### config.mk
export PLATFORM = sky130hd
export DESIGN_NAME = command_watchdog_governor
export DESIGN_NICKNAME = d
export VERILOG_FILES = /design/src/cwg_pkg.sv /design/src/cwg_cfg_regs.sv /design/src/cwg_gov.sv /design/src/command_watchdog_governor.sv
export SDC_FILE = /design/constraint.sdc
export NUM_CORES = 1
export LEC_CHECK = 0
export BUFFER_PORTS_ARGS = -buffer_cell sky130_fd_sc_hd__buf_2
export CORE_MARGIN = 4
export CORE_UTILIZATION = 55
export CTS_CLUSTER_SIZE = 25
export DETAILED_ROUTE_END_ITERATION = 10
export PLACE_DENSITY = 0.76
export SLEW_MARGIN = 0
export SYNTH_ARGS = -nofsm -noshare
export SYNTH_HDL_FRONTEND = slang
export SYNTH_SLANG_ARGS = --single-unit
### constraint.sdc
create_clock -name i_clk -period 5.2 [get_ports i_clk]
set_clock_uncertainty 0.1 [all_clocks]
set_input_delay 0.26 -clock i_clk [delete_from_list [all_inputs] [get_ports i_clk]]
set_output_delay 0.26 -clock i_clk [all_outputs]
set_load 0.02 [all_outputs]
### src/cwg_pkg.sv
// Shared types, codes and reset values for the command watchdog governor.
package cwg_pkg;

    localparam int unsigned ValW   = 16;
    localparam int unsigned LimW   = 15;
    localparam int unsigned AgeW   = 16;
    localparam int unsigned CfgIdxW = 2;
    localparam int unsigned CfgDatW = 16;

    // Item kinds carried in the func field
    localparam logic FUNC_CMD  = 1'b0;
    localparam logic FUNC_TICK = 1'b1;

    // Configuration register indexes
    localparam logic [CfgIdxW-1:0] CFG_ACCEL_LIMIT = 2'd0;
    localparam logic [CfgIdxW-1:0] CFG_STEER_LIMIT = 2'd1;
    localparam logic [CfgIdxW-1:0] CFG_STOP_EPS    = 2'd2;
    localparam logic [CfgIdxW-1:0] CFG_TIMEOUT     = 2'd3;

    localparam logic [LimW-1:0] ACCEL_LIMIT_RST = 15'd512;
    localparam logic [LimW-1:0] STEER_LIMIT_RST = 15'd128;
    localparam logic [LimW-1:0] STOP_EPS_RST    = 15'd3;
    localparam logic [AgeW-1:0] TIMEOUT_RST     = 16'd500;

    typedef struct packed {
        logic                   func;
        logic signed [ValW-1:0] cmd_accel;
        logic signed [ValW-1:0] cmd_steer;
        logic signed [ValW-1:0] velocity;
        logic [AgeW-1:0]        command_age;
    } t_in;

    typedef struct packed {
        logic signed [ValW-1:0] accel_out;
        logic signed [ValW-1:0] steer_out;
        logic                   accel_limited;
        logic                   steer_limited;
        logic                   engaged;
        logic                   engaged_pulse;
        logic                   recovered_pulse;
        logic                   snap_to_zero;
    } t_out;

    typedef struct packed {
        logic [LimW-1:0] accel_limit;
        logic [LimW-1:0] steer_limit;
        logic [LimW-1:0] stop_speed_eps;
        logic [AgeW-1:0] timeout_ms;
    } t_cfg;

endpackage

### src/cwg_cfg_regs.sv
// Configuration register file for the command watchdog governor.
module cwg_cfg_regs (
    input  logic                            i_clk,
    input  logic                            i_rst_n,
    input  logic                            i_cfg_we,
    input  logic [cwg_pkg::CfgIdxW-1:0]     i_cfg_idx,
    input  logic [cwg_pkg::CfgDatW-1:0]     i_cfg_data,
    output cwg_pkg::t_cfg                   o_cfg
);

    cwg_pkg::t_cfg r_cfg;

    always_ff @(posedge i_clk) begin
        if (!i_rst_n) begin
            r_cfg.accel_limit    <= cwg_pkg::ACCEL_LIMIT_RST;
            r_cfg.steer_limit    <= cwg_pkg::STEER_LIMIT_RST;
            r_cfg.stop_speed_eps <= cwg_pkg::STOP_EPS_RST;
            r_cfg.timeout_ms     <= cwg_pkg::TIMEOUT_RST;
        end else if (i_cfg_we) begin
            unique case (i_cfg_idx)
                cwg_pkg::CFG_ACCEL_LIMIT: begin
                    r_cfg.accel_limit <= i_cfg_data[cwg_pkg::LimW-1:0];
                end
                cwg_pkg::CFG_STEER_LIMIT: begin
                    r_cfg.steer_limit <= i_cfg_data[cwg_pkg::LimW-1:0];
                end
                cwg_pkg::CFG_STOP_EPS: begin
                    r_cfg.stop_speed_eps <= i_cfg_data[cwg_pkg::LimW-1:0];
                end
                cwg_pkg::CFG_TIMEOUT: begin
                    r_cfg.timeout_ms <= i_cfg_data[cwg_pkg::AgeW-1:0];
                end
                default: begin
                end
            endcase
        end
    end

    assign o_cfg = r_cfg;

endmodule

### src/cwg_gov.sv
// Governor datapath: clamp, watchdog state and actuation resolve for one item.
module cwg_gov (
    input  logic           i_clk,
    input  logic           i_rst_n,
    input  logic           i_adv,
    input  cwg_pkg::t_in   i_item,
    input  cwg_pkg::t_cfg  i_cfg,
    output cwg_pkg::t_out  o_res,
    output logic           o_engaged
);

    logic                                r_engaged;
    logic signed [cwg_pkg::ValW-1:0]     r_held_accel;
    logic signed [cwg_pkg::ValW-1:0]     r_held_steer;
    logic                                n_engaged;

    logic signed [cwg_pkg::ValW:0] accel_ext, steer_ext, vel_ext;
    logic signed [cwg_pkg::ValW:0] alim_ext, slim_ext;
    logic signed [cwg_pkg::ValW-1:0] accel_bounded, steer_clamped, brake;
    logic        accel_hit, steer_hit;
    logic [cwg_pkg::ValW:0] speed;
    logic        should, slow;

    assign accel_ext = {i_item.cmd_accel[cwg_pkg::ValW-1], i_item.cmd_accel};
    assign steer_ext = {i_item.cmd_steer[cwg_pkg::ValW-1], i_item.cmd_steer};
    assign vel_ext   = {i_item.velocity[cwg_pkg::ValW-1], i_item.velocity};
    assign alim_ext  = signed'({2'b00, i_cfg.accel_limit});
    assign slim_ext  = signed'({2'b00, i_cfg.steer_limit});

    // Symmetric clamp; a value sitting exactly on the limit is not a hit
    always_comb begin
        accel_hit     = 1'b1;
        accel_bounded = alim_ext[cwg_pkg::ValW-1:0];
        if (accel_ext > alim_ext) begin
            accel_bounded = alim_ext[cwg_pkg::ValW-1:0];
        end else if (accel_ext < -alim_ext) begin
            accel_bounded = 16'(-alim_ext);
        end else begin
            accel_hit     = 1'b0;
            accel_bounded = i_item.cmd_accel;
        end
    end

    always_comb begin
        steer_hit     = 1'b1;
        steer_clamped = slim_ext[cwg_pkg::ValW-1:0];
        if (steer_ext > slim_ext) begin
            steer_clamped = slim_ext[cwg_pkg::ValW-1:0];
        end else if (steer_ext < -slim_ext) begin
            steer_clamped = 16'(-slim_ext);
        end else begin
            steer_hit     = 1'b0;
            steer_clamped = i_item.cmd_steer;
        end
    end

    assign speed  = vel_ext[cwg_pkg::ValW] ? unsigned'(-vel_ext) : unsigned'(vel_ext);
    assign slow   = speed < {2'b00, i_cfg.stop_speed_eps};
    assign should = i_item.command_age > i_cfg.timeout_ms;
    // Brake against the direction of travel; zero velocity brakes positive
    assign brake  = (vel_ext > 17'sd0) ? 16'(-alim_ext) : alim_ext[cwg_pkg::ValW-1:0];

    always_comb begin
        o_res     = '0;
        n_engaged = r_engaged;
        if (i_item.func == cwg_pkg::FUNC_CMD) begin
            n_engaged               = 1'b0;
            o_res.accel_out         = accel_bounded;
            o_res.steer_out         = steer_clamped;
            o_res.accel_limited     = accel_hit;
            o_res.steer_limited     = steer_hit;
            o_res.recovered_pulse   = r_engaged;
        end else begin
            n_engaged             = should;
            o_res.engaged_pulse   = should && !r_engaged;
            o_res.recovered_pulse = !should && r_engaged;
            o_res.engaged         = should;
            o_res.steer_out       = r_held_steer;
            if (!should) begin
                o_res.accel_out = r_held_accel;
            end else if (slow) begin
                o_res.snap_to_zero = 1'b1;
            end else begin
                o_res.accel_out = brake;
            end
        end
    end

    always_ff @(posedge i_clk) begin
        if (!i_rst_n) begin
            r_engaged    <= 1'b0;
            r_held_accel <= '0;
            r_held_steer <= '0;
        end else if (i_adv) begin
            r_engaged <= n_engaged;
            if (i_item.func == cwg_pkg::FUNC_CMD) begin
                r_held_accel <= accel_bounded;
                r_held_steer <= steer_clamped;
            end
        end
    end

    assign o_engaged = r_engaged;

endmodule

### src/command_watchdog_governor.sv
// Each beat passes the input register, then the result register. One item per cycle
// while results drain; a new beat can enter the input register while a result waits.
// Each item is resolved by one pass of clamp/compare/select logic between the registers.
// Reset (synchronous, active low): both stages empty, watchdog disengaged, held
// command zero, registers at accel_limit 512, steer_limit 128, eps 3, timeout 500.
module command_watchdog_governor (
    input  logic                        i_clk,
    input  logic                        i_rst_n,
    input  logic                        i_in_valid,
    output logic                        o_in_ready,
    input  cwg_pkg::t_in                i_in_data,
    output logic                        o_out_valid,
    input  logic                        i_out_ready,
    output cwg_pkg::t_out               o_out_data,
    input  logic                        i_cfg_we,
    input  logic [cwg_pkg::CfgIdxW-1:0] i_cfg_idx,
    input  logic [cwg_pkg::CfgDatW-1:0] i_cfg_data
);

    logic          r_in_valid;
    cwg_pkg::t_in  r_in;
    logic          r_out_valid;
    cwg_pkg::t_out r_out;
    cwg_pkg::t_cfg cfg;
    cwg_pkg::t_out res;
    logic          adv;
    logic          wd_engaged;

    cwg_cfg_regs u_cfg (
        .i_clk      (i_clk),
        .i_rst_n    (i_rst_n),
        .i_cfg_we   (i_cfg_we),
        .i_cfg_idx  (i_cfg_idx),
        .i_cfg_data (i_cfg_data),
        .o_cfg      (cfg)
    );

    cwg_gov u_gov (
        .i_clk     (i_clk),
        .i_rst_n   (i_rst_n),
        .i_adv     (adv),
        .i_item    (r_in),
        .i_cfg     (cfg),
        .o_res     (res),
        .o_engaged (wd_engaged)
    );

    // Advance the held item when the result slot is free or being drained
    assign adv        = r_in_valid && (!r_out_valid || i_out_ready);
    assign o_in_ready = !r_in_valid || adv;

    always_ff @(posedge i_clk) begin
        if (!i_rst_n) begin
            r_in_valid  <= 1'b0;
            r_out_valid <= 1'b0;
        end else begin
            if (o_in_ready) begin
                r_in_valid <= i_in_valid;
            end
            if (adv) begin
                r_out_valid <= 1'b1;
            end else if (i_out_ready) begin
                r_out_valid <= 1'b0;
            end
        end
    end

    always_ff @(posedge i_clk) begin
        if (o_in_ready && i_in_valid) begin
            r_in <= i_in_data;
        end
        if (adv) begin
            r_out <= res;
        end
    end

    assign o_out_valid = r_out_valid;
    assign o_out_data  = r_out;

    // The waiting result always reflects the current watchdog state
    a_engaged_track: assert property (@(posedge i_clk) disable iff (!i_rst_n)
        r_out_valid |-> (r_out.engaged == wd_engaged))
        else $error("result engaged flag out of step with watchdog state");

    a_pulse_excl: assert property (@(posedge i_clk) disable iff (!i_rst_n)
        r_out_valid |-> !(r_out.engaged_pulse && r_out.recovered_pulse))
        else $error("engage and recover pulse on the same beat");

    a_snap_engaged: assert property (@(posedge i_clk) disable iff (!i_rst_n)
        (r_out_valid && r_out.snap_to_zero) |-> (r_out.engaged && r_out.accel_out == '0))
        else $error("snap without engaged watchdog or nonzero accel");

    a_out_hold: assert property (@(posedge i_clk) disable iff (!i_rst_n)
        (r_out_valid && !i_out_ready) |=> (r_out_valid && $stable(r_out)))
        else $error("stalled result beat changed");

endmodule

# Word level (Yosys, flattened, before mapping)
# Index checks and enable logic that the tools add are counted.
# totals
register_bits	199
latch_bits	0
ramBits	0
mem_bits_ro	0
in_bits	88
output_inout_bits	40
elab_cells	72
memories	0
# classes
add_sub_neg	3
multipliers	0
n_div	0
order_cmp	7
eq_ne	3
shifts	0
n_mux	18
bitwise_logic	1
n_reduce_logical	18
# ops
operator	n
16-bit two-way mux	7
16-bit > comparator	3
16-bit by 17-bit < comparator with 1-bit output	2
15-bit negation with 17-bit output	2
32-bit two-way mux	1
17-bit by 15-bit < comparator with 1-bit output	1
17-bit two-way mux	1
16-bit negation with 17-bit output	1
16-bit by 1-bit > comparator with 1-bit output (second input constant)	1
2-bit AND reduction	6
1-bit two-way mux	9
2-bit equality test (second input constant)	2
1-bit logical AND	4
1-bit zero test	4
2-bit by 1-bit equality test with 1-bit output (second input constant)	1
2-bit zero test	1
1-bit logical OR	2
2-bit nonzero test	1
1-bit NOT	1

# Longest topological paths before layout
# logic_depth
depth_word	6
depth_mapped	19
depth_no_buf	16

# Cells and area by module
# From an unflattened synthesis, not the netlist that was laid out.
# hier_totals
hier_cells	1155
hier_area_um2	11469.8
# modules_own_cells
mod	instances	cells_per_inst	area_each_um2	seq_area_each_um2
cwg_gov	1	809	5880.6	660.6
command_watchdog_governor	1	112	3196.8	3133.0
cwg_cfg_regs	1	234	2392.3	1221.2

# Least setup slack after synthesis
# No wires, ideal clock.
# synth_timing
kind	reg2reg
from	reg u_cfg.r_cfg, in the netlist u_cfg.o_cfg[32]
to	reg r_out, in the netlist o_out_data[9], data pin
setup_ps	188
arrival_time_ps	4029
required_ps	4912
path_slack_ps	883
path_stages_with_launch	18
n_path_buf	2
synth_period_minus_slack_ps	4317
cell_sequence	dfxtp_1 -> inv_1 -> ha_1 -> nand3_1 -> or4_1 -> nor4_1 -> nand4_1 -> xnor2_1 -> ha_1 -> a21o_1 -> nand2_1 -> a31oi_1 -> a21oi_1 -> and2_0 -> clkbuf_1 -> buf_2 -> nor3_1 -> o41ai_1
# synth_lines
element	line_no	rtl
start: declaration	cwg_cfg_regs.sv:11	cwg_pkg::t_cfg r_cfg;
end signal: assignment	command_watchdog_governor.sv:73	r_out <= res;
end: declaration	command_watchdog_governor.sv:23	cwg_pkg::t_out r_out;

==> qor.txt <==
Status = completed
H-tree depth = 4
Clk Latency, worst-skew pair = 430 ps
Power per Cell Area = 292 mW/mm²
Commonest cells post-synth = nand2_1, edfxtp_1, dfxtp_1
Clock Tree Root = clkbuf_16
CTS tree = built
Initial antenna violation count = 0
Initial DRC count = 1,040
Kind of start point of the critical path = flop
Remaining Overflow, GRT = 0
Reg2reg end = o_out_data[28]$_DFFE_PP_
Total Routed Length = 31,500 µm
Tmin final = 4770 ps
Synth Cell Area = 0.0115 mm²
Vias = 10.2k
Worst Hold Slack = 41.6 ps
Core Region = 0.0204 mm²
Hold depth = 3
Largest cells by area after synthesis = edfxtp_1, dfxtp_1, ha_1
Async S/R FF share, synth = 0%
Antenna Nets Post-Route = 0
M1 wire length = 13,300 µm
Largest net degree at the start of global routing = 85
Leading register cell type out of synthesis = edfxtp_1
Drt drc = 0
WS Path Type = flop to flop
First-pass GRT wire length = 50,200 µm
WP data required = 5280 ps
Total track usage = 26.4%
Post-synth EDFFs = 103
Rel. slew slack = 30.2%
Port buffer count = 127
# setup viols final = 0
Synth top area share = 27.0%
Synth Warn # = 0
Sequential area share after synthesis = 43.7%
Fin area = 0.0136 mm²
Flop-to-flop setup slack = 430 ps
Inst Count DP = 1,600
Tcrit/Tclk final = 91.7%
CTS buffer count = 17
Worst Setup SP = u_cfg.o_cfg[50]$_SDFFE_PN0P_
Drt pass-1 iters = 6
Aggregate negative setup slack = 0 ps
Max-slew violations = 0
RSZ-0062 raised after global routing = false
Tightest Hold Check Type = input pin to flop
Arrival @ worst endpoint = 4850 ps
Number of global-route vias before repair = 9,667
Uppermost routed layer = met4
Met3 routed wirelength = 3160 µm
CP Max Fanout = 17
Core Util, Final = 66.7%
CP Capture Point = o_out_data[28]$_DFFE_PP_
Via density = 6.00
# diodes = 0
Die X = 152 µm
Placed inst area = 0.0123 mm²
Area growth syn-to-layout = 18.3%
Pleak = 5.29 nW
Fin cells = 1,699
Final Hold Viols = 0
Num Clock Sinks = 199
VDD IR max = 0.000229 V
Worst setup EP type = flop
Fraction of layout cells with a size suffix above 1 = 13.6%
Yosys top cell by area = edfxtp_1
Height of the die = 152 µm
Metal2 WL = 14,500 µm
Slew at the pin with the worst max-slew slack = 1040 ps
Post-DR wirelength/cell = 18.6 µm
IO Pins = 128
Clk pin slew, worst setup/hold paths = 70 ps
Syn_area_per_cell = 9.11 µm²
Achievable frequency = 210 MHz
Most common cell in the netlist = nand2_1
Layout Nets = 1,596
Synthesized instance count = 1,260
Initial core utilization = 56.3%
Origin of the critical flop-to-flop path = u_cfg.o_cfg[50]$_SDFFE_PN0P_
Post-CTS setup buffer count = 0
Buffer depth of the longest clock path = 2
Placed wire-length estimate = 22,200 µm
Cell Rows = 52
Max-cap violations = 0
Gp weighted congestion = 1.01
DIE AREA = 0.0232 mm²
Synth unique cells = 68
Synth Net Count = 1,440
Synth Register Bits = 199
Depth of the most critical reg-to-reg path = 15
==> cells by family (layout without fill, tap and decap cells) <==
kind of cell / after synthesis / in the layout / share of synthesized area (%)
AND/OR/NAND/NOR: 439 / 439 / 18.0
AO/OA/AOI/OAI: 331 / 331 / 19.6
flip-flops: 199 / 199 / 43.7
buffers and inverters: 155 / 324 / 5.19
adder cells (fa/ha/maj): 92 / 92 / 10.0
XOR/XNOR: 36 / 36 / 2.75
multiplexers: 8 / 8 / 0.742
==> worst min path at each step <==
stage                                        startpoint                             endpoint
detailed placement                         i_in_data[2]                    r_in[2]$_DFFE_PP_
floorplan                                  i_in_data[0]                    r_in[0]$_DFFE_PP_
global placement    u_gov.r_held_steer[15]$_SDFFE_PN0P_  u_gov.r_held_steer[15]$_SDFFE_PN0P_
global route                              i_cfg_data[2]         u_cfg.o_cfg[33]$_SDFFE_PN0P_
finish                                    i_cfg_data[1]          u_cfg.o_cfg[1]$_SDFFE_PN0P_
CTS                                       i_cfg_data[2]         u_cfg.o_cfg[18]$_SDFFE_PN0P_
==> power by group <==
part,internal (mW),switching [mW],total [mW]
Combinational,0.310,0.458,0.769
Sequential,1.75,0.0697,1.82
Clock,0.783,0.595,1.38
==> worst max-delay path, stage by stage, from the launching register on <==
cell	delay, ps
dfxtp_1	410
or4_4	530
nor2_1	250
nand4_1	240
or4_1	570
xnor2_1	210
ha_1	290
nand2_1	40
nor2_1	200
nand2_1	80
a21oi_1	160
a31oi_2	120
mux2i_2	160
nand2b_1	500
o32a_1	470
and3_1	180
==> flip-flops by register name, indices dropped and copies added (netlist names) <==
register	count
u_gov.o_engaged	1
r_in	65
o_out_data	38
u_gov.r_held_steer	16
r_in_valid	1
o_out_valid	1
u_gov.r_held_accel	16
u_cfg.o_cfg	61
==> layer usage <==
metal,global-route usage (%),up-vias
met5,0,-
met4,7.55,0
met3,5.96,70
met2,41.7,518
met1,36.8,4725
li1,-,4884
==> stage by stage <==
| stage | total power [mW] | worst slack [ps] |
|---|---|---|
| finish | 3.96 | 434 |
| floorplan | 2.33 | 883 |
| global route | 4.12 | 214 |
| CTS | 3.95 | 529 |
| detailed placement | 2.56 | 559 |
| global placement | 2.55 | 655 |
==> cell usage in the layout, fill, tap and decap left out, drive strengths merged, types with 4 or more instances in the layout <==
cell type and n:
nor2 47, a32o 5, a31oi 12, xnor2 34, nand2 217, a41oi 7
mux2i 7, nand3b 5, a211oi 14, a22o 6, buf 146, a41o 5
o21a 6, o41ai 5, nor3 22, o31ai 20, ha 92, nand3 40
o22ai 4, or2 6, nor4 14, o21ai 51, inv 81, nor2b 19
dfxtp 96, edfxtp 103, o32ai 16, o211ai 21, nand4 25, a21boi 52
or3 6, a21oi 78, dlygate4sd3 67, nand2b 11, or4 8, clkbuf 24
and2 9, a21o 14
==> layout make-up <==
cell class / instances / area (µm²)
Clock buffer: 24 / 503
Clock inverter: 8 / 108
Fill cell: 1625 / 6790
Inverter: 79 / 297
Multi-Input combinational cell: 906 / 5870
Sequential cell: 199 / 5010
Tap cell: 270 / 338
Timing Repair Buffer: 213 / 1450
==> timing repair <==
action	4_1_cts	5_1_grt
hold buffers	67	0
resized for setup	0	0
endpoints found under the hold margin	67	0
endpoints found under the setup margin	0	0
Power figures use the tool's default switching activity.
